File: src/sv/sera_pkg.sv
// Shared types and constants for the sonar echo ranger averager.
// Used by sera_ctrl, sera_datapath and the top level; depends on nothing.
package sera_pkg;

   // Fixed sizes of the burst logic.
   localparam int MAX_READINGS = 16;
   localparam int WIDTH_BITS   = 16;
   localparam int TICK_W       = 17;
   localparam int INDEX_W      = 5;
   localparam int TOTAL_W      = 20;
   localparam int DIVISOR_W    = 5;
   localparam int DIV_STEPS    = TOTAL_W;
   localparam int DIV_CNT_W    = $clog2(DIV_STEPS);

   // Configuration port sizes.
   localparam int CSR_INDEX_W = 3;
   localparam int CSR_DATA_W  = 17;

   // Configuration register indexes.
   localparam logic [CSR_INDEX_W-1:0] CSR_READINGS_PER_BURST   = 3'd0;
   localparam logic [CSR_INDEX_W-1:0] CSR_TRIGGER_WIDTH        = 3'd1;
   localparam logic [CSR_INDEX_W-1:0] CSR_ECHO_START_TIMEOUT   = 3'd2;
   localparam logic [CSR_INDEX_W-1:0] CSR_ECHO_PULSE_TIMEOUT   = 3'd3;
   localparam logic [CSR_INDEX_W-1:0] CSR_SAFE_WIDTH_THRESHOLD = 3'd4;
   localparam logic [CSR_INDEX_W-1:0] CSR_IDLE_GAP             = 3'd5;

   // Configuration reset values.
   localparam logic [4:0]  RST_READINGS_PER_BURST   = 5'd5;
   localparam logic [7:0]  RST_TRIGGER_WIDTH        = 8'd10;
   localparam logic [15:0] RST_ECHO_START_TIMEOUT   = 16'd5000;
   localparam logic [15:0] RST_ECHO_PULSE_TIMEOUT   = 16'd60000;
   localparam logic [15:0] RST_SAFE_WIDTH_THRESHOLD = 16'd1000;
   localparam logic [16:0] RST_IDLE_GAP             = 17'd100000;

   // Commands from the controller to the datapath.
   typedef struct packed {
      logic step;      // accept one tick beat
      logic div_step;  // one bit of the average divide
      logic publish;   // load the finished average into the output register
   } ctl_cmd_type;

   // Status from the datapath to the controller.
   typedef struct packed {
      logic needs_div; // the offered tick ends a burst with valid readings
      logic rsp_full;  // the output register holds a beat
   } dp_status_type;

endpackage

File: src/sv/sera_datapath.sv
// Datapath of the sonar echo ranger averager: configuration registers, reading
// state, bit-serial average divider and output register. Depends on sera_pkg.
module sera_datapath (
   input  logic                              clock,
   input  logic                              reset,
   input  sera_pkg::ctl_cmd_type             cmd,
   output sera_pkg::dp_status_type           status,
   input  logic                              csr_we,
   input  logic [sera_pkg::CSR_INDEX_W-1:0]  csr_index,
   input  logic [sera_pkg::CSR_DATA_W-1:0]   csr_wdata,
   input  logic                              req_echo_level,
   input  logic                              rsp_ready,
   output logic                              rsp_valid,
   output logic                              rsp_trigger_out,
   output logic                              rsp_warning_led,
   output logic                              rsp_result_strobe,
   output logic [sera_pkg::WIDTH_BITS-1:0]   rsp_average_width,
   output logic                              rsp_no_reading
);
   import sera_pkg::*;

   typedef enum logic [1:0] {
      PH_TRIG,
      PH_RISE,
      PH_HIGH,
      PH_IDLE
   } phase_type;

   // Configuration registers.
   logic [4:0]  readings_per_burst_ff;
   logic [7:0]  trigger_width_ff;
   logic [15:0] echo_start_timeout_ff;
   logic [15:0] echo_pulse_timeout_ff;
   logic [15:0] safe_width_threshold_ff;
   logic [16:0] idle_gap_ff;

   // Reading state.
   phase_type              phase_ff, phase_in;
   logic [TICK_W-1:0]      tick_ff, tick_in;
   logic [INDEX_W-1:0]     index_ff, index_in;
   logic [TOTAL_W-1:0]     total_ff, total_in;
   logic [DIVISOR_W-1:0]   vcount_ff, vcount_in;
   logic                   led_ff, led_in;
   logic [WIDTH_BITS-1:0]  held_ff, held_in;

   // Divider registers.
   logic [TOTAL_W-1:0]     quot_ff;
   logic [DIVISOR_W-1:0]   rem_ff;
   logic [DIVISOR_W-1:0]   divisor_ff;

   // Output register.
   logic                   rsp_valid_ff;
   logic                   rsp_trig_ff;
   logic                   rsp_led_ff;
   logic                   rsp_strobe_ff;
   logic [WIDTH_BITS-1:0]  rsp_avg_ff;
   logic                   rsp_none_ff;

   // Combinational step results.
   logic [7:0]             trig_len;
   logic [15:0]            rise_len;
   logic [INDEX_W-1:0]     count_lim;
   logic [TICK_W-1:0]      tick_inc;
   logic [INDEX_W-1:0]     index_inc;
   logic [TOTAL_W-1:0]     total_acc;
   logic [DIVISOR_W-1:0]   vcount_acc;
   logic                   trig;
   logic                   reading_done;
   logic                   burst_end;
   logic                   none;
   logic                   needs_div;

   // Divider step and finished average.
   logic [DIVISOR_W:0]     rem_shift;
   logic                   quot_bit;
   logic [DIVISOR_W-1:0]   rem_next;
   logic [WIDTH_BITS-1:0]  avg_new;
   logic                   led_new;

   // Effective settings: zero widths act as one, reading count is clamped.
   assign trig_len = (trigger_width_ff == 8'd0) ? 8'd1 : trigger_width_ff;
   assign rise_len = (echo_start_timeout_ff == 16'd0) ? 16'd1 : echo_start_timeout_ff;
   always_comb begin
      if (readings_per_burst_ff == '0) begin
         count_lim = INDEX_W'(1);
      end else if (readings_per_burst_ff > INDEX_W'(MAX_READINGS)) begin
         count_lim = INDEX_W'(MAX_READINGS);
      end else begin
         count_lim = readings_per_burst_ff;
      end
   end

   assign tick_inc  = tick_ff + TICK_W'(1);
   assign index_inc = index_ff + INDEX_W'(1);

   // Next reading state for one tick.
   always_comb begin
      phase_in     = phase_ff;
      tick_in      = tick_ff;
      index_in     = index_ff;
      total_acc    = total_ff;
      vcount_acc   = vcount_ff;
      trig         = 1'b0;
      reading_done = 1'b0;
      burst_end    = 1'b0;
      none         = 1'b0;
      needs_div    = 1'b0;
      case (phase_ff)
         PH_TRIG: begin
            trig    = 1'b1;
            tick_in = tick_inc;
            if (tick_inc >= TICK_W'(trig_len)) begin
               phase_in = PH_RISE;
               tick_in  = '0;
            end
         end
         PH_RISE: begin
            if (req_echo_level) begin
               phase_in = PH_HIGH;
               tick_in  = TICK_W'(1);
               if (echo_pulse_timeout_ff == 16'd0) begin
                  reading_done = 1'b1;
               end
            end else begin
               tick_in = tick_inc;
               if (tick_inc >= TICK_W'(rise_len)) begin
                  reading_done = 1'b1;
               end
            end
         end
         PH_HIGH: begin
            if (!req_echo_level) begin
               total_acc    = total_ff + TOTAL_W'(tick_ff);
               vcount_acc   = vcount_ff + DIVISOR_W'(1);
               reading_done = 1'b1;
            end else begin
               tick_in = tick_inc;
               if (tick_inc > TICK_W'(echo_pulse_timeout_ff)) begin
                  reading_done = 1'b1;
               end
            end
         end
         PH_IDLE: begin
            tick_in = tick_inc;
            if (tick_inc >= idle_gap_ff) begin
               phase_in = PH_TRIG;
               tick_in  = '0;
               index_in = '0;
               total_acc  = '0;
               vcount_acc = '0;
            end
         end
         default: begin
            phase_in = PH_TRIG;
         end
      endcase

      total_in  = total_acc;
      vcount_in = vcount_acc;
      if (reading_done) begin
         index_in = index_inc;
         tick_in  = '0;
         phase_in = PH_TRIG;
         if (index_inc >= count_lim) begin
            burst_end = 1'b1;
            none      = (vcount_acc == '0);
            needs_div = (vcount_acc != '0);
            index_in  = '0;
            total_in  = '0;
            vcount_in = '0;
            phase_in  = (idle_gap_ff == '0) ? PH_TRIG : PH_IDLE;
         end
      end
   end

   // One restoring divide step; the remainder stays below the divisor.
   assign rem_shift = {rem_ff, quot_ff[TOTAL_W-1]};
   assign quot_bit  = (rem_shift >= {1'b0, divisor_ff});
   assign rem_next  = quot_bit ? DIVISOR_W'(rem_shift - {1'b0, divisor_ff})
                               : rem_shift[DIVISOR_W-1:0];
   assign avg_new   = quot_ff[WIDTH_BITS-1:0];
   assign led_new   = (avg_new < safe_width_threshold_ff);

   assign led_in  = cmd.publish ? led_new : led_ff;
   assign held_in = cmd.publish ? avg_new : held_ff;

   // Configuration writes.
   always_ff @(posedge clock) begin
      if (reset) begin
         readings_per_burst_ff   <= RST_READINGS_PER_BURST;
         trigger_width_ff        <= RST_TRIGGER_WIDTH;
         echo_start_timeout_ff   <= RST_ECHO_START_TIMEOUT;
         echo_pulse_timeout_ff   <= RST_ECHO_PULSE_TIMEOUT;
         safe_width_threshold_ff <= RST_SAFE_WIDTH_THRESHOLD;
         idle_gap_ff             <= RST_IDLE_GAP;
      end else if (csr_we) begin
         case (csr_index)
            CSR_READINGS_PER_BURST:   readings_per_burst_ff   <= csr_wdata[4:0];
            CSR_TRIGGER_WIDTH:        trigger_width_ff        <= csr_wdata[7:0];
            CSR_ECHO_START_TIMEOUT:   echo_start_timeout_ff   <= csr_wdata[15:0];
            CSR_ECHO_PULSE_TIMEOUT:   echo_pulse_timeout_ff   <= csr_wdata[15:0];
            CSR_SAFE_WIDTH_THRESHOLD: safe_width_threshold_ff <= csr_wdata[15:0];
            CSR_IDLE_GAP:             idle_gap_ff             <= csr_wdata[16:0];
            default: ;
         endcase
      end
   end

   // Reading state advances once per accepted beat.
   always_ff @(posedge clock) begin
      if (reset) begin
         phase_ff  <= PH_TRIG;
         tick_ff   <= '0;
         index_ff  <= '0;
         total_ff  <= '0;
         vcount_ff <= '0;
         led_ff    <= 1'b0;
         held_ff   <= '0;
      end else begin
         if (cmd.step) begin
            phase_ff  <= phase_in;
            tick_ff   <= tick_in;
            index_ff  <= index_in;
            total_ff  <= total_in;
            vcount_ff <= vcount_in;
         end
         led_ff  <= led_in;
         held_ff <= held_in;
      end
   end

   // Divider: loaded at a burst end with valid readings, then one bit a cycle.
   always_ff @(posedge clock) begin
      if (cmd.step && needs_div) begin
         quot_ff    <= total_acc;
         rem_ff     <= '0;
         divisor_ff <= vcount_acc;
      end else if (cmd.div_step) begin
         quot_ff <= {quot_ff[TOTAL_W-2:0], quot_bit};
         rem_ff  <= rem_next;
      end
   end

   // Output register valid flag.
   always_ff @(posedge clock) begin
      if (reset) begin
         rsp_valid_ff <= 1'b0;
      end else if ((cmd.step && !needs_div) || cmd.publish) begin
         rsp_valid_ff <= 1'b1;
      end else if (rsp_ready) begin
         rsp_valid_ff <= 1'b0;
      end
   end

   // Output register payload.
   always_ff @(posedge clock) begin
      if (cmd.step && !needs_div) begin
         rsp_trig_ff   <= trig;
         rsp_led_ff    <= led_ff;
         rsp_strobe_ff <= 1'b0;
         rsp_avg_ff    <= held_ff;
         rsp_none_ff   <= none && burst_end;
      end else if (cmd.publish) begin
         rsp_trig_ff   <= 1'b0;
         rsp_led_ff    <= led_new;
         rsp_strobe_ff <= 1'b1;
         rsp_avg_ff    <= avg_new;
         rsp_none_ff   <= 1'b0;
      end
   end

   assign status.needs_div = needs_div;
   assign status.rsp_full  = rsp_valid_ff;

   assign rsp_valid         = rsp_valid_ff;
   assign rsp_trigger_out   = rsp_trig_ff;
   assign rsp_warning_led   = rsp_led_ff;
   assign rsp_result_strobe = rsp_strobe_ff;
   assign rsp_average_width = rsp_avg_ff;
   assign rsp_no_reading    = rsp_none_ff;

endmodule

File: src/sv/sera_ctrl.sv
// Controller of the sonar echo ranger averager: accepts tick beats and
// sequences the average divide. Depends on sera_pkg.
module sera_ctrl (
   input  logic                     clock,
   input  logic                     reset,
   input  logic                     req_valid,
   output logic                     req_ready,
   input  logic                     rsp_ready,
   input  sera_pkg::dp_status_type  status,
   output sera_pkg::ctl_cmd_type    cmd
);
   import sera_pkg::*;

   typedef enum logic [1:0] {
      S_RUN,
      S_DIV,
      S_PUB
   } state_type;

   localparam logic [DIV_CNT_W-1:0] DIV_LAST = DIV_CNT_W'(DIV_STEPS - 1);

   state_type             state_ff, state_in;
   logic [DIV_CNT_W-1:0]  div_count_ff, div_count_in;
   logic                  accept;

   // A beat is taken when running and the output register is free or draining.
   assign req_ready = (state_ff == S_RUN) && (!status.rsp_full || rsp_ready);
   assign accept    = req_valid && req_ready;

   assign cmd.step     = accept;
   assign cmd.div_step = (state_ff == S_DIV);
   assign cmd.publish  = (state_ff == S_PUB);

   // Next state.
   always_comb begin
      state_in     = state_ff;
      div_count_in = div_count_ff;
      case (state_ff)
         S_RUN: begin
            div_count_in = '0;
            if (accept && status.needs_div) begin
               state_in = S_DIV;
            end
         end
         S_DIV: begin
            div_count_in = div_count_ff + DIV_CNT_W'(1);
            if (div_count_ff == DIV_LAST) begin
               state_in     = S_PUB;
               div_count_in = '0;
            end
         end
         S_PUB: begin
            state_in = S_RUN;
         end
         default: begin
            state_in     = S_RUN;
            div_count_in = '0;
         end
      endcase
   end

   // State and divide step counter.
   always_ff @(posedge clock) begin
      if (reset) begin
         state_ff     <= S_RUN;
         div_count_ff <= '0;
      end else begin
         state_ff     <= state_in;
         div_count_ff <= div_count_in;
      end
   end

   // No beat is taken while the divider is busy or publishing.
   a_no_accept_busy: assert property (@(posedge clock) disable iff (reset)
      (state_ff != S_RUN) |-> !req_ready)
      else $error("beat taken while divide in progress");

   // The divide runs exactly its step count and then publishes.
   a_div_to_pub: assert property (@(posedge clock) disable iff (reset)
      (state_ff == S_DIV && div_count_ff == DIV_LAST) |=> (state_ff == S_PUB))
      else $error("divide did not finish into publish");

   // A burst-end beat with valid readings starts the divide.
   a_start_div: assert property (@(posedge clock) disable iff (reset)
      (accept && status.needs_div) |=> (state_ff == S_DIV && div_count_ff == '0))
      else $error("divide not started at burst end");

   // The output register is empty when the average is published.
   a_pub_room: assert property (@(posedge clock) disable iff (reset)
      (state_ff == S_PUB) |-> !status.rsp_full)
      else $error("publish would overwrite a pending beat");

endmodule

File: src/sv/sonar_echo_ranger_averager_unit.sv
// Top level of the sonar echo ranger averager: controller plus datapath.
// Depends on sera_pkg, sera_ctrl and sera_datapath.
//
// Each req beat is one microsecond tick carrying the sampled echo level, and
// each one yields exactly one rsp beat with the trigger drive, LED drive,
// result strobe, last average and no-reading flag for that tick. The block
// takes one beat per clock cycle while rsp_ready keeps up and no divide runs.
// The beat that ends a burst with at least one valid reading is taken, then
// the bit-serial divide of the 20-bit width total by the valid count runs
// (one quotient bit a cycle), and then the average is published. Configuration
// writes take effect on the next beat; the user must make them only while the
// block is idle; the block does not check it. There is no reset clearing pass.
module sonar_echo_ranger_averager_unit (
   input  logic                              clock,
   input  logic                              reset,
   input  logic                              req_valid,
   output logic                              req_ready,
   input  logic                              req_echo_level,
   output logic                              rsp_valid,
   input  logic                              rsp_ready,
   output logic                              rsp_trigger_out,
   output logic                              rsp_warning_led,
   output logic                              rsp_result_strobe,
   output logic [sera_pkg::WIDTH_BITS-1:0]   rsp_average_width,
   output logic                              rsp_no_reading,
   input  logic                              csr_we,
   input  logic [sera_pkg::CSR_INDEX_W-1:0]  csr_index,
   input  logic [sera_pkg::CSR_DATA_W-1:0]   csr_wdata
);
   import sera_pkg::*;

   ctl_cmd_type    cmd;
   dp_status_type  status;

   // Handshake and divide sequencing.
   sera_ctrl u_ctrl (
      .clock     (clock),
      .reset     (reset),
      .req_valid (req_valid),
      .req_ready (req_ready),
      .rsp_ready (rsp_ready),
      .status    (status),
      .cmd       (cmd)
   );

   // Reading state, divider and output register.
   sera_datapath u_datapath (
      .clock             (clock),
      .reset             (reset),
      .cmd               (cmd),
      .status            (status),
      .csr_we            (csr_we),
      .csr_index         (csr_index),
      .csr_wdata         (csr_wdata),
      .req_echo_level    (req_echo_level),
      .rsp_ready         (rsp_ready),
      .rsp_valid         (rsp_valid),
      .rsp_trigger_out   (rsp_trigger_out),
      .rsp_warning_led   (rsp_warning_led),
      .rsp_result_strobe (rsp_result_strobe),
      .rsp_average_width (rsp_average_width),
      .rsp_no_reading    (rsp_no_reading)
   );

endmodule
File: config.mk
export PLATFORM = sky130hd
export DESIGN_NAME = sonar_echo_ranger_averager_unit
export DESIGN_NICKNAME = d
export VERILOG_FILES = /design/src/sv/sera_pkg.sv /design/src/sv/sera_datapath.sv /design/src/sv/sera_ctrl.sv /design/src/sv/sonar_echo_ranger_averager_unit.sv
export SDC_FILE = /design/constraint.sdc
export NUM_CORES = 1
export LEC_CHECK = 0
export CAP_MARGIN = 15
export CORE_ASPECT_RATIO = 0.7
export CORE_MARGIN = 2
export CORE_UTILIZATION = 55
export DETAILED_ROUTE_END_ITERATION = 16
export DONT_BUFFER_PORTS = 1
export PLACE_DENSITY = 0.7
export RECOVER_POWER = 25
export SYNTH_ARGS = -nofsm -noshare
export SYNTH_HDL_FRONTEND = slang
export SYNTH_HIERARCHICAL = 1
export SYNTH_SLANG_ARGS = --single-unit
File: constraint.sdc
create_clock -name clock -period 6 [get_ports clock]
set_clock_uncertainty 0.05 [all_clocks]
set_input_delay 0.9 -clock clock [delete_from_list [all_inputs] [get_ports clock]]
set_output_delay 0.9 -clock clock [all_outputs]
set_load 0.02 [all_outputs]
==> results of run 1 <==
## cell type report
type / count / area (um2)
inverter: 116 / 435
clock inverter: 12 / 76.3
multi-input combinational: 967 / 6600
fill: 1815 / 8210
timing repair buffer: 20 / 143
tap: 276 / 345
sequential: 202 / 4480
clock buffer: 26 / 574
## metrics by stage
step	setup slack, ns	area (um2)	hold WS [ns]
2_1_floorplan	1.64	11800	0.386
3_3_place_gp	1.36	12000	0.390
3_5_place_dp	1.17	12000	0.393
4_1_cts	1.15	12700	0.396
5_1_grt	0.760	12700	0.392
6_report	1.10	12700	0.407
## per-layer routing
layer / routed length [um] / part of all wire [%] / up-vias
met5: 0 / 0 / -
met4: 432 / 1.3 / 0
met3: 3190 / 9.9 / 28
met2: 13100 / 41 / 394
met1: 15500 / 48 / 4708
li1: - / - / 4790
## cells in the mapped netlist, types with 12 or more instances
cell type	count
sky130_fd_sc_hd__nand2_1	208
sky130_fd_sc_hd__a22o_1	20
sky130_fd_sc_hd__nand3_1	34
sky130_fd_sc_hd__nor3_1	15
sky130_fd_sc_hd__mux2i_1	24
sky130_fd_sc_hd__o211ai_1	35
sky130_fd_sc_hd__ha_1	105
sky130_fd_sc_hd__nor2_1	75
sky130_fd_sc_hd__nor2b_1	13
sky130_fd_sc_hd__edfxtp_1	44
sky130_fd_sc_hd__nand2b_1	17
sky130_fd_sc_hd__dfxtp_1	158
sky130_fd_sc_hd__inv_1	114
sky130_fd_sc_hd__nor4_1	16
sky130_fd_sc_hd__mux2_2	24
sky130_fd_sc_hd__o21ai_0	54
sky130_fd_sc_hd__xnor2_1	22
sky130_fd_sc_hd__a21oi_1	94
sky130_fd_sc_hd__clkbuf_1	43
sky130_fd_sc_hd__a21o_1	18
sky130_fd_sc_hd__a211oi_1	13
sky130_fd_sc_hd__nand4_1	12
## path summary, 6_finish.rpt
path | cells after the start | endpoint | slack, ns
max | 17 | u_datapath/quot_ff[1] | 1.10
min | 2 | u_datapath/safe_width_threshold_ff[1] | 0.41
max reg2reg | 17 | u_datapath/quot_ff[1] | 1.10
min reg2reg | 2 | u_datapath/safe_width_threshold_ff[1] | 0.41
## critical path, cell delays in order (launching register included)
cell and delay (ns):
sky130_fd_sc_hd__dfxtp_1 0.48, sky130_fd_sc_hd__ha_1 0.33, sky130_fd_sc_hd__nand3_2 0.24, sky130_fd_sc_hd__nor3_1 0.25, sky130_fd_sc_hd__xnor2_1 0.22, sky130_fd_sc_hd__inv_1 0.15
sky130_fd_sc_hd__ha_1 0.31, sky130_fd_sc_hd__a21oi_1 0.14, sky130_fd_sc_hd__o31ai_1 0.09, sky130_fd_sc_hd__a31oi_1 0.53, sky130_fd_sc_hd__a221oi_1 0.17, sky130_fd_sc_hd__buf_4 0.21
sky130_fd_sc_hd__a32oi_1 0.20, sky130_fd_sc_hd__o21ai_1 0.18, sky130_fd_sc_hd__nor3_4 0.15, sky130_fd_sc_hd__buf_4 0.25, sky130_fd_sc_hd__buf_4 0.33, sky130_fd_sc_hd__mux2_2 0.37
## sequential cells by signal, indices dropped and copies added (netlist names), 8 cells and up
signal and count:
u_datapath/echo_pulse_timeout_ff 16, u_datapath/trigger_width_ff 8, u_datapath/safe_width_threshold_ff 16, u_datapath/quot_ff 20, u_datapath/held_ff 16, u_datapath/echo_start_timeout_ff 16, u_datapath/rsp_average_width 16, u_datapath/tick_ff 17
u_datapath/idle_gap_ff 17, u_datapath/total_ff 20
## logic make-up after synthesis
kind of cell | count (synthesis) | synth area share (%)
fa+ha+maj | 107 | 11.5
flops | 202 | 38.2
xor+xnor | 33 | 2.52
mux | 56 | 5.37
compound gates | 337 | 19.1
simple gates | 434 | 17.5
buf+inv | 171 | 5.85
## power groups by stage
stage | registers (uW) | clock network (uW) | logic, uW
finish | 1450 | 1250 | 309
global route | 1460 | 1330 | 341
CTS | 1450 | 1270 | 301
detailed placement | 1480 | 0 | 298
global placement | 1480 | 0 | 294
floorplan | 1480 | 0 | 222
==> impl_results.rst, run 1 <==
.. list-table::
   :header-rows: 1

   * - Metric
     - Value
   * - Avg Synthesized Cell Area
     - roughly 9 um2
   * - Total half-perimeter wirelength after legalization and detailed placement
     - about 24000 um
   * - Vias in the first global route
     - 9210
   * - Total design power
     - 3010 uW
   * - Type of the worst setup path
     - flip-flop to flip-flop
   * - Die X-Extent
     - roughly 180 um
   * - Yosys cell types
     - 82
   * - GR met2 Demand/Resource
     - 41.2%
   * - CP required
     - 6.21 ns
   * - Clk network pwr share
     - 41.5%
   * - Congestion Overflow GR
     - 0
   * - Standby leakage power
     - 0.00509 uW
   * - Part of the cycle the worst path needs
     - 81.7%
   * - Leading cell types in the layout, fill and taps excluded
     - 208 x sky130_fd_sc_hd__nand2_1, 158 x sky130_fd_sc_hd__dfxtp_1, 115 x sky130_fd_sc_hd__inv_1
   * - Biggest fanout along the worst timing path
     - 17
   * - Via count
     - between 9000 and 10000
   * - Max Cap Violations
     - 2
   * - Level count of the clock H-tree
     - 1
   * - Drt initial violations
     - 1047
   * - Synth warnings
     - 6
   * - Fraction of power spent switching nets
     - 26.5%
   * - Cts bufs inserted
     - 21
   * - Origin of the critical flop-to-flop path
     - u_datapath/tick_ff[1]
   * - Number of antenna violations at the first check in global routing
     - 0
   * - Synthesized Nets
     - 1473
   * - Outcome
     - finished with violations
   * - Antenna violation net count after detailed routing
     - 0
   * - Type of element capturing the critical path
     - flip-flop
   * - Maximum clock frequency
     - 0.204 GHz
   * - Resized cells post-CTS
     - 0
   * - Worst min-delay path class
     - flip-flop to flip-flop
   * - Number of flops mapped to enable cells by yosys
     - 44
   * - Routed Wire Length
     - 32200 um
   * - Chip height
     - 126 um
   * - Overall fraction of global-route tracks in use
     - 28.9%
   * - M1 GR Usage
     - 44.8%
   * - Final max-slew violation count
     - 57
   * - Endpoint arrival time on the critical path
     - 5.11 ns
   * - Synth area leaders
     - sky130_fd_sc_hd__dfxtp_1 27%, sky130_fd_sc_hd__edfxtp_1 11%, sky130_fd_sc_hd__ha_1 11%, sky130_fd_sc_hd__nand2_1 6.6%, sky130_fd_sc_hd__a21oi_1 4.0%
   * - PD cells
     - approximately 240 nW/um2
   * - M3 GR Usage
     - 6.59%
   * - Crit path time final
     - between 4 and 5 ns
   * - Remaining DRCs
     - 0
   * - Post-Syn Instances
     - 1340
   * - Slew at the pin with the worst max-slew slack
     - 1.61 ns
   * - Netlist area before placement
     - ~12000 um2
   * - Final hold violation count
     - 0
   * - Average via count per standard cell
     - 6.13
   * - Max-slew headroom
     - -7.22%
   * - CTS max path bufs
     - 3
   * - CTS tree
     - built
   * - Clk Tree Root Cell
     - sky130_fd_sc_hd__clkbuf_16
   * - Sort of element at the start of the critical path
     - flip-flop
   * - Area share of the largest cell type after synthesis
     - approximately 27%
   * - Most common cell after layout, fill and taps aside
     - sky130_fd_sc_hd__nand2_1
   * - Hold_sp
     - u_datapath/safe_width_threshold_ff[1]
   * - Combinational fraction of design power
     - between 10% and 20%
   * - CTS clk-pin slew, worst paths
     - ~0.070 ns
   * - Drt pass-1 iters
     - 6
   * - Site Rows
     - 44
   * - Async set-or-reset flop fraction in the synthesized netlist
     - 0%
   * - Number of post-CTS setup repair buffers
     - 0
   * - Clock tree sinks
     - 202
   * - Part of the Yosys area used for sequential elements
     - a little under two fifths
   * - Synth area leader
     - sky130_fd_sc_hd__dfxtp_1
   * - Clk_lat worst skew
     - 0.51 ns
   * - Final setup vio count
     - 0
   * - Maximum number of pins on one net before global-route repair
     - 89
   * - GR peak layer
     - met1
   * - Worst setup path start
     - u_datapath/tick_ff[1]
   * - Die area
     - 22600 um2
   * - Switching power
     - 798 uW
   * - Count of boundary I/O pins
     - 48
   * - Violated checks
     - max-capacitance violations, max-slew violations
   * - Fraction of final layout cells sized beyond drive strength 1
     - 7.67%
   * - Most used DFF post-synth
     - sky130_fd_sc_hd__dfxtp_1
   * - RD Place Congestion
     - 0.938
   * - Port bufs
     - 0
   * - Number of non-filler instances in the completed layout
     - 1619
   * - Post-Route Setup TNS
     - 0 ns
   * - Cell-internal power
     - ~2200 uW
   * - Core area
     - 20900 um2
   * - Initial core utilization
     - 56.3%
   * - Post-Place Cells
     - 1580
   * - Wire length of the first global-routing pass
     - 51300 um
   * - Number of antenna diodes
     - 0
   * - Core Util, Final
     - 60.6%
   * - RSZ-0062 raised after global routing
     - false
   * - Worst-case vdd ir drop
     - 0.199 mV
   * - Nets@finish
     - 1461
   * - Flip-flop and latch count after synthesis
     - about 200
   * - Portion of total power attributed to sequential cells
     - between 40% and 50%
   * - Detailed-route wire length per cell
     - 19.9 um
   * - Hold buffers post-CTS
     - 0
   * - Area growth syn-to-layout
     - 7.69%
Note: power is estimated with default switching activity, not from simulation.
==> run 2, diff against run 1 <==
==> constraint.sdc (replaced) <==
create_clock -name clock -period 5.06 [get_ports clock]
set_clock_uncertainty 0.05 [all_clocks]
set_input_delay 0.759 -clock clock [delete_from_list [all_inputs] [get_ports clock]]
set_output_delay 0.759 -clock clock [all_outputs]
set_load 0.02 [all_outputs]
==> run 2 against run 1 <==
  * The flow still finishes with violations (max-capacitance violations, max-slew violations)
  * Worst hold slack got worse by 0.15 ns
  * Via count up 0.80%
  * Combinational power increased by 20%
==> impl_results.rst, run 2 (synthesized netlist as in run 1, its figures left out) <==
.. list-table::
   :header-rows: 1

   * - Metric
     - Value
   * - Outcome
     - finished with violations
   * - Violated checks
     - max-capacitance violations, max-slew violations
   * - Post-Route Setup TNS
     - 0 ns
   * - Drt pass-1 iters
     - 5
   * - Antenna violation net count after detailed routing
     - 0
   * - Tightest hold margin
     - 0.258 ns
   * - Slack of the critical path
     - 0.439 ns
   * - Type of element capturing the critical path
     - flip-flop
   * - Clk Tree Root Cell
     - sky130_fd_sc_hd__clkbuf_16
   * - # fillers
     - 1811
   * - Die area
     - between 20000 and 25000 um2
   * - Congestion Overflow GR
     - 0
   * - Core area
     - around 21000 um2
   * - RSZ-0062 raised after global routing
     - false
   * - Max Cap Violations
     - 1
   * - Chip height
     - between 100 and 150 um
   * - Remaining DRCs
     - 0
   * - Number of antenna violations at the first check in global routing
     - 0
   * - Maximum number of pins on one net before global-route repair
     - 89
   * - Via count
     - around 10000
   * - Final setup vio count
     - 0
   * - Total half-perimeter wirelength after legalization and detailed placement
     - 24100 um
   * - Clock tree sinks
     - around 200
   * - Cts bufs inserted
     - 21
   * - Type of the worst setup path
     - flip-flop to flip-flop
   * - Initial core utilization
     - 56.3%
   * - Clk_lat worst skew
     - 0.52 ns
   * - Maximum clock frequency
     - 0.216 GHz
   * - Final max-slew violation count
     - 26
   * - Registers with the most flip-flops
     - u_datapath/quot_ff x20, u_datapath/total_ff x20
   * - RD Place Congestion
     - between 0.9 and 1
   * - Count of boundary I/O pins
     - 48
   * - Area growth syn-to-layout
     - 7.95%
   * - Nets@finish
     - between 1000 and 1500
   * - Vias in the first global route
     - 9057
   * - Cells on worst reg2reg path
     - 14
   * - Die X-Extent
     - 179 um
   * - Minimum setup slack after placement
     - 0.425 ns
   * - Standby leakage power
     - roughly 0.0051 uW
   * - Most common cell after layout, fill and taps aside
     - sky130_fd_sc_hd__nand2_1
   * - Part of the cycle the worst path needs
     - 91.3%
   * - Average via count per standard cell
     - 6.18
   * - Drt initial violations
     - 1075
   * - Total design power
     - 3670 uW
   * - Leading cell types in the layout, fill and taps excluded
     - 208 x sky130_fd_sc_hd__nand2_1, 158 x sky130_fd_sc_hd__dfxtp_1, 115 x sky130_fd_sc_hd__inv_1
   * - Site Rows
     - 44
   * - Fraction of final layout cells sized beyond drive strength 1
     - 7.53%
   * - Core Util, Final
     - 60.8%
   * - Overall fraction of global-route tracks in use
     - 29.0%
   * - CTS tree
     - built
   * - Worst min-delay path class
     - input pin to flip-flop
   * - Biggest fanout along the worst timing path
     - 20
   * - Endpoint arrival time on the critical path
     - 4.70 ns
   * - Routed Wire Length
     - 32800 um
   * - Number of post-CTS setup repair buffers
     - 0
   * - Slew at the pin with the worst max-slew slack
     - approximately 1.6 ns
   * - CTS clk-pin slew, worst paths
     - ~0.070 ns
   * - Detailed-route wire length per cell
     - approximately 20 um
   * - Level count of the clock H-tree
     - 1
   * - Max-slew headroom
     - -9.95%
   * - PD cells
     - 289 nW/um2
   * - CP required
     - just over 5 ns
   * - Final hold violation count
     - 0
   * - Port bufs
     - 0
   * - Hold depth
     - 1
   * - Wire length of the first global-routing pass
     - 51000 um
   * - Number of antenna diodes
     - 0
   * - CTS max path bufs
     - 3
   * - Crit path time final
     - 4.62 ns
   * - Worst-case vdd ir drop
     - 0.225 mV
   * - Sort of element at the start of the critical path
     - flip-flop
[run 2: repair_timing]
| action | 4_1_cts | 5_1_grt |
|---|---|---|
| gates resized for setup | 0 | 2 |
| hold buffers | 0 | 0 |
| hold endpoints to repair | 0 | 0 |
| endpoints found under the setup margin | 0 | 13 |
[run 2: metal layers]
metal	wire [um]	share of wire (%)	global-route usage (%)
met3	2900	8.8	5.91
met5	0	0	0
met2	13400	41	41.5
met1	15800	48	44.6
met4	690	2.1	6.50
[run 2: worst max-delay path, cell delays in order, from the launching register on]
cell and delay [ns]:
sky130_fd_sc_hd__dfxtp_1 0.48, sky130_fd_sc_hd__ha_1 0.30, sky130_fd_sc_hd__nand3_2 0.24, sky130_fd_sc_hd__nor3_1 0.28
sky130_fd_sc_hd__xnor2_1 0.20, sky130_fd_sc_hd__inv_1 0.14, sky130_fd_sc_hd__ha_1 0.32, sky130_fd_sc_hd__a21oi_1 0.13
sky130_fd_sc_hd__o31ai_1 0.09, sky130_fd_sc_hd__a31oi_1 0.42, sky130_fd_sc_hd__a221oi_1 0.20, sky130_fd_sc_hd__a32oi_1 0.26
sky130_fd_sc_hd__o21ai_1 0.17, sky130_fd_sc_hd__nor3_4 0.16, sky130_fd_sc_hd__or2_1 0.77
[run 2: path summary, 6_finish.rpt]
kind	to	slack (ns)	from
worst max-delay path	u_datapath/quot_ff[3]	0.44	u_datapath/tick_ff[1]
worst min-delay path	u_ctrl/state_ff[0]	0.26	reset
worst max register to register	u_datapath/quot_ff[3]	0.44	u_datapath/tick_ff[1]
worst min register to register	u_datapath/safe_width_threshold_ff[1]	0.41	u_datapath/safe_width_threshold_ff[1]
[run 2: cell type report]
type                            instances  area (um2)  area share, %
Multi-Input combinational cell        967        6600           52.0
Tap cell                              276         345           2.72
Clock inverter                          6        62.6          0.493
Timing Repair Buffer                   19         139           1.09
Sequential cell                       202        4480           35.4
Inverter                              116         435           3.43
Clock buffer                           32         618           4.87
[run 2: metrics by stage]
step | cells | instance area [um2]
floorplan | 1340 | 11800
global placement | 1579 | 12000
detailed placement | 1579 | 12000
CTS | 1617 | 12700
global route | 1618 | 12700
finish | 1618 | 12700
[run 2: power by group]
part	leakage (uW)	internal, uW	switching (uW)
logic	0.00308	135	238
registers	0.00170	1680	39.9
clock network	0.000335	897	674
total	0.00512	2710	952
==> run 3, diff against run 2 <==
==> constraint.sdc (replaced) <==
create_clock -name clock -period 5.1 [get_ports clock]
set_clock_uncertainty 0.05 [all_clocks]
set_input_delay 0.765 -clock clock [delete_from_list [all_inputs] [get_ports clock]]
set_output_delay 0.765 -clock clock [all_outputs]
set_load 0.02 [all_outputs]
==> run 3 against run 2 <==
  * The run still ends with max-capacitance violations, max-slew violations left
  * Global-route usage grew 0.36 points
  * Wire length is essentially flat
  * Critical path depth is the same
  * Sequential power is essentially flat
  * Largest power group is now clock
==> impl_results.rst, run 3 (synthesized netlist as in run 1, its figures left out) <==
.. list-table::
   :header-rows: 1

   * - Metric
     - Value
   * - Outcome
     - finished with violations
   * - Violated checks
     - max-capacitance violations, max-slew violations
   * - Nets@finish
     - 1462
   * - Core area
     - ~21000 um2
   * - Final max-slew violation count
     - 26
   * - Number of antenna diodes
     - 0
   * - RD Place Congestion
     - 0.914
   * - Site Rows
     - 44
   * - # fillers
     - 1788
   * - Cell with the biggest individual delay on the critical path
     - sky130_fd_sc_hd__a2111oi_0
   * - Crit path time final
     - between 4 and 5 ns
   * - Registers with the most flip-flops
     - u_datapath/quot_ff x20, u_datapath/total_ff x20
   * - Slack of the worst reg-to-reg path
     - 0.40 ns
   * - Chip height
     - 126 um
   * - Clock tree sinks
     - ~200
   * - Biggest fanout along the worst timing path
     - 20
   * - Total design power
     - 3970 uW
   * - Maximum number of pins on one net before global-route repair
     - ~90
   * - CTS clk-pin slew, worst paths
     - roughly 0.06 ns
   * - Fraction of final layout cells sized beyond drive strength 1
     - 7.73%
   * - Die X-Extent
     - between 150 and 200 um
   * - Via count
     - between 9000 and 10000
   * - Die area
     - 22600 um2
   * - CTS tree
     - built
   * - Type of the worst setup path
     - flip-flop to flip-flop
   * - Initial core utilization
     - 56.3%
   * - Hold buffers post-CTS
     - 0
   * - PD cells
     - approximately 310 nW/um2
   * - Detailed-route wire length per cell
     - 20.2 um
   * - Drt pass-1 iters
     - 5
   * - Sort of element at the start of the critical path
     - flip-flop
   * - Wire length of the first global-routing pass
     - 51700 um
   * - Most common cell after layout, fill and taps aside
     - sky130_fd_sc_hd__nand2_1
   * - Leading cell types in the layout, fill and taps excluded
     - 208 x sky130_fd_sc_hd__nand2_1, 158 x sky130_fd_sc_hd__dfxtp_1, 114 x sky130_fd_sc_hd__inv_1
   * - Hold_sp
     - reset
   * - Average via count per standard cell
     - 6.14
   * - Number of post-CTS setup repair buffers
     - 0
   * - Cts bufs inserted
     - 22
   * - CP required
     - approximately 5.3 ns
   * - Area growth syn-to-layout
     - 9.36%
   * - Remaining DRCs
     - 0
   * - Congestion Overflow GR
     - 0
   * - Worst path max stage delay
     - 0.55 ns
   * - Vias in the first global route
     - 9290
   * - Clk_lat worst skew
     - 0.52 ns
   * - CTS max path bufs
     - 3
   * - RSZ-0062 raised after global routing
     - false
   * - Total half-perimeter wirelength after legalization and detailed placement
     - 24400 um
   * - Max Cap Violations
     - 1
   * - Routed Wire Length
     - roughly 33000 um
   * - Type of element capturing the critical path
     - flip-flop
   * - Level count of the clock H-tree
     - 1
   * - Origin of the critical flop-to-flop path
     - u_datapath/tick_ff[1]
   * - Endpoint arrival time on the critical path
     - slightly below 5 ns
   * - Final hold violation count
     - 0
   * - Worst setup path start
     - u_datapath/tick_ff[1]
   * - Final setup vio count
     - 0
   * - Drt initial violations
     - ~1000
   * - Antenna violation net count after detailed routing
     - 0
   * - Standby leakage power
     - 0.00519 uW
   * - Resized cells post-CTS
     - 0
   * - Crit path cell chain
     - ha_1 > nand3_2 > nor4_1 > xnor2_1 > inv_1 > ha_1 > a2111oi_0 > o2111ai_1 > o211ai_1 > a31o_1 > o21ai_2 > buf_4 > nand2b_1 > buf_4
   * - Slew at the pin with the worst max-slew slack
     - 1.60 ns
   * - Number of antenna violations at the first check in global routing
     - 0
   * - Maximum clock frequency
     - 0.213 GHz
   * - Port bufs
     - 0
   * - Post-Route Setup TNS
     - 0 ns
   * - Worst min-delay path class
     - input pin to flip-flop
   * - Tightest hold margin
     - 0.282 ns
   * - Worst-case vdd ir drop
     - 0.197 mV
   * - Max-slew headroom
     - -6.78%
   * - Part of the cycle the worst path needs
     - between 90% and 100%
   * - Count of boundary I/O pins
     - 48
   * - Clk Tree Root Cell
     - sky130_fd_sc_hd__clkbuf_16
   * - Overall fraction of global-route tracks in use
     - ~29%
## run 3: cell types whose count changed in the layout (fill, tap and decap cells not counted), sizes merged
| cell | before | now |
|---|---|---|
| clkinv | 5 | 4 |
| clkbuf | 34 | 31 |
| clkinvlp | 0 | 1 |
| bufinv | 1 | 7 |
## run 3: critical path: cells and delay by family (launching register included)
kind	cells	cell delay, ns
flip-flops	1	0.49
AND/OR/NAND/NOR	3	0.66
buffers and inverters	3	0.66
AO/OA/AOI/OAI	5	1.65
adder cells (fa/ha/maj)	2	0.66
XOR/XNOR	1	0.21
## run 3: cell type report
type	instances	area [um2]	share of cell area, %
multi-input combinational	967	6590	51.3
sequential	202	4480	34.9
clock buffer	28	614	4.78
inverter	116	435	3.39
tap	276	345	2.69
clock inverter	12	240	1.87
timing repair buffer	20	143	1.11
## run 3: metrics by stage
step / std cells / worst slack [ns] / instance area, um2 / util (%)
finish: 1621 / 0.401 / 12800 / 61.6
global route: 1621 / 0.0723 / 12800 / 61.6
CTS: 1620 / 0.491 / 12900 / 61.6
detailed placement: 1580 / 0.536 / 12000 / 57.5
global placement: 1580 / 0.668 / 12000 / 57.5
floorplan: 1340 / 0.744 / 11800 / -
## run 3: path summary, 6_finish.rpt
check                                                              end  cells after the start
worst max-delay path                        u_datapath/rsp_warning_led                     14
worst min-delay path                                u_ctrl/state_ff[0]                      1
worst max register to register              u_datapath/rsp_warning_led                     14
worst min register to register  u_datapath/safe_width_threshold_ff[14]                      2
## run 3: power by group
part / total (uW) / internal (uW) / switching [uW]
Clock: 1890 / 1210 / 681
Sequential: 1710 / 1670 / 40.1
Combinational: 371 / 133 / 237
Total: 3970 / 3010 / 959
## run 3: metal layers
layer | share of wire, % | up-vias | GRT usage [%] | routed length [um]
met3 | 9.1 | 53 | 7.01 | 3000
li1 | - | 4778 | - | -
met2 | 41 | 415 | 42.5 | 13400
met4 | 2.0 | 0 | 6.22 | 659
met5 | 0 | - | 0 | 0
met1 | 48 | 4699 | 44.2 | 15800
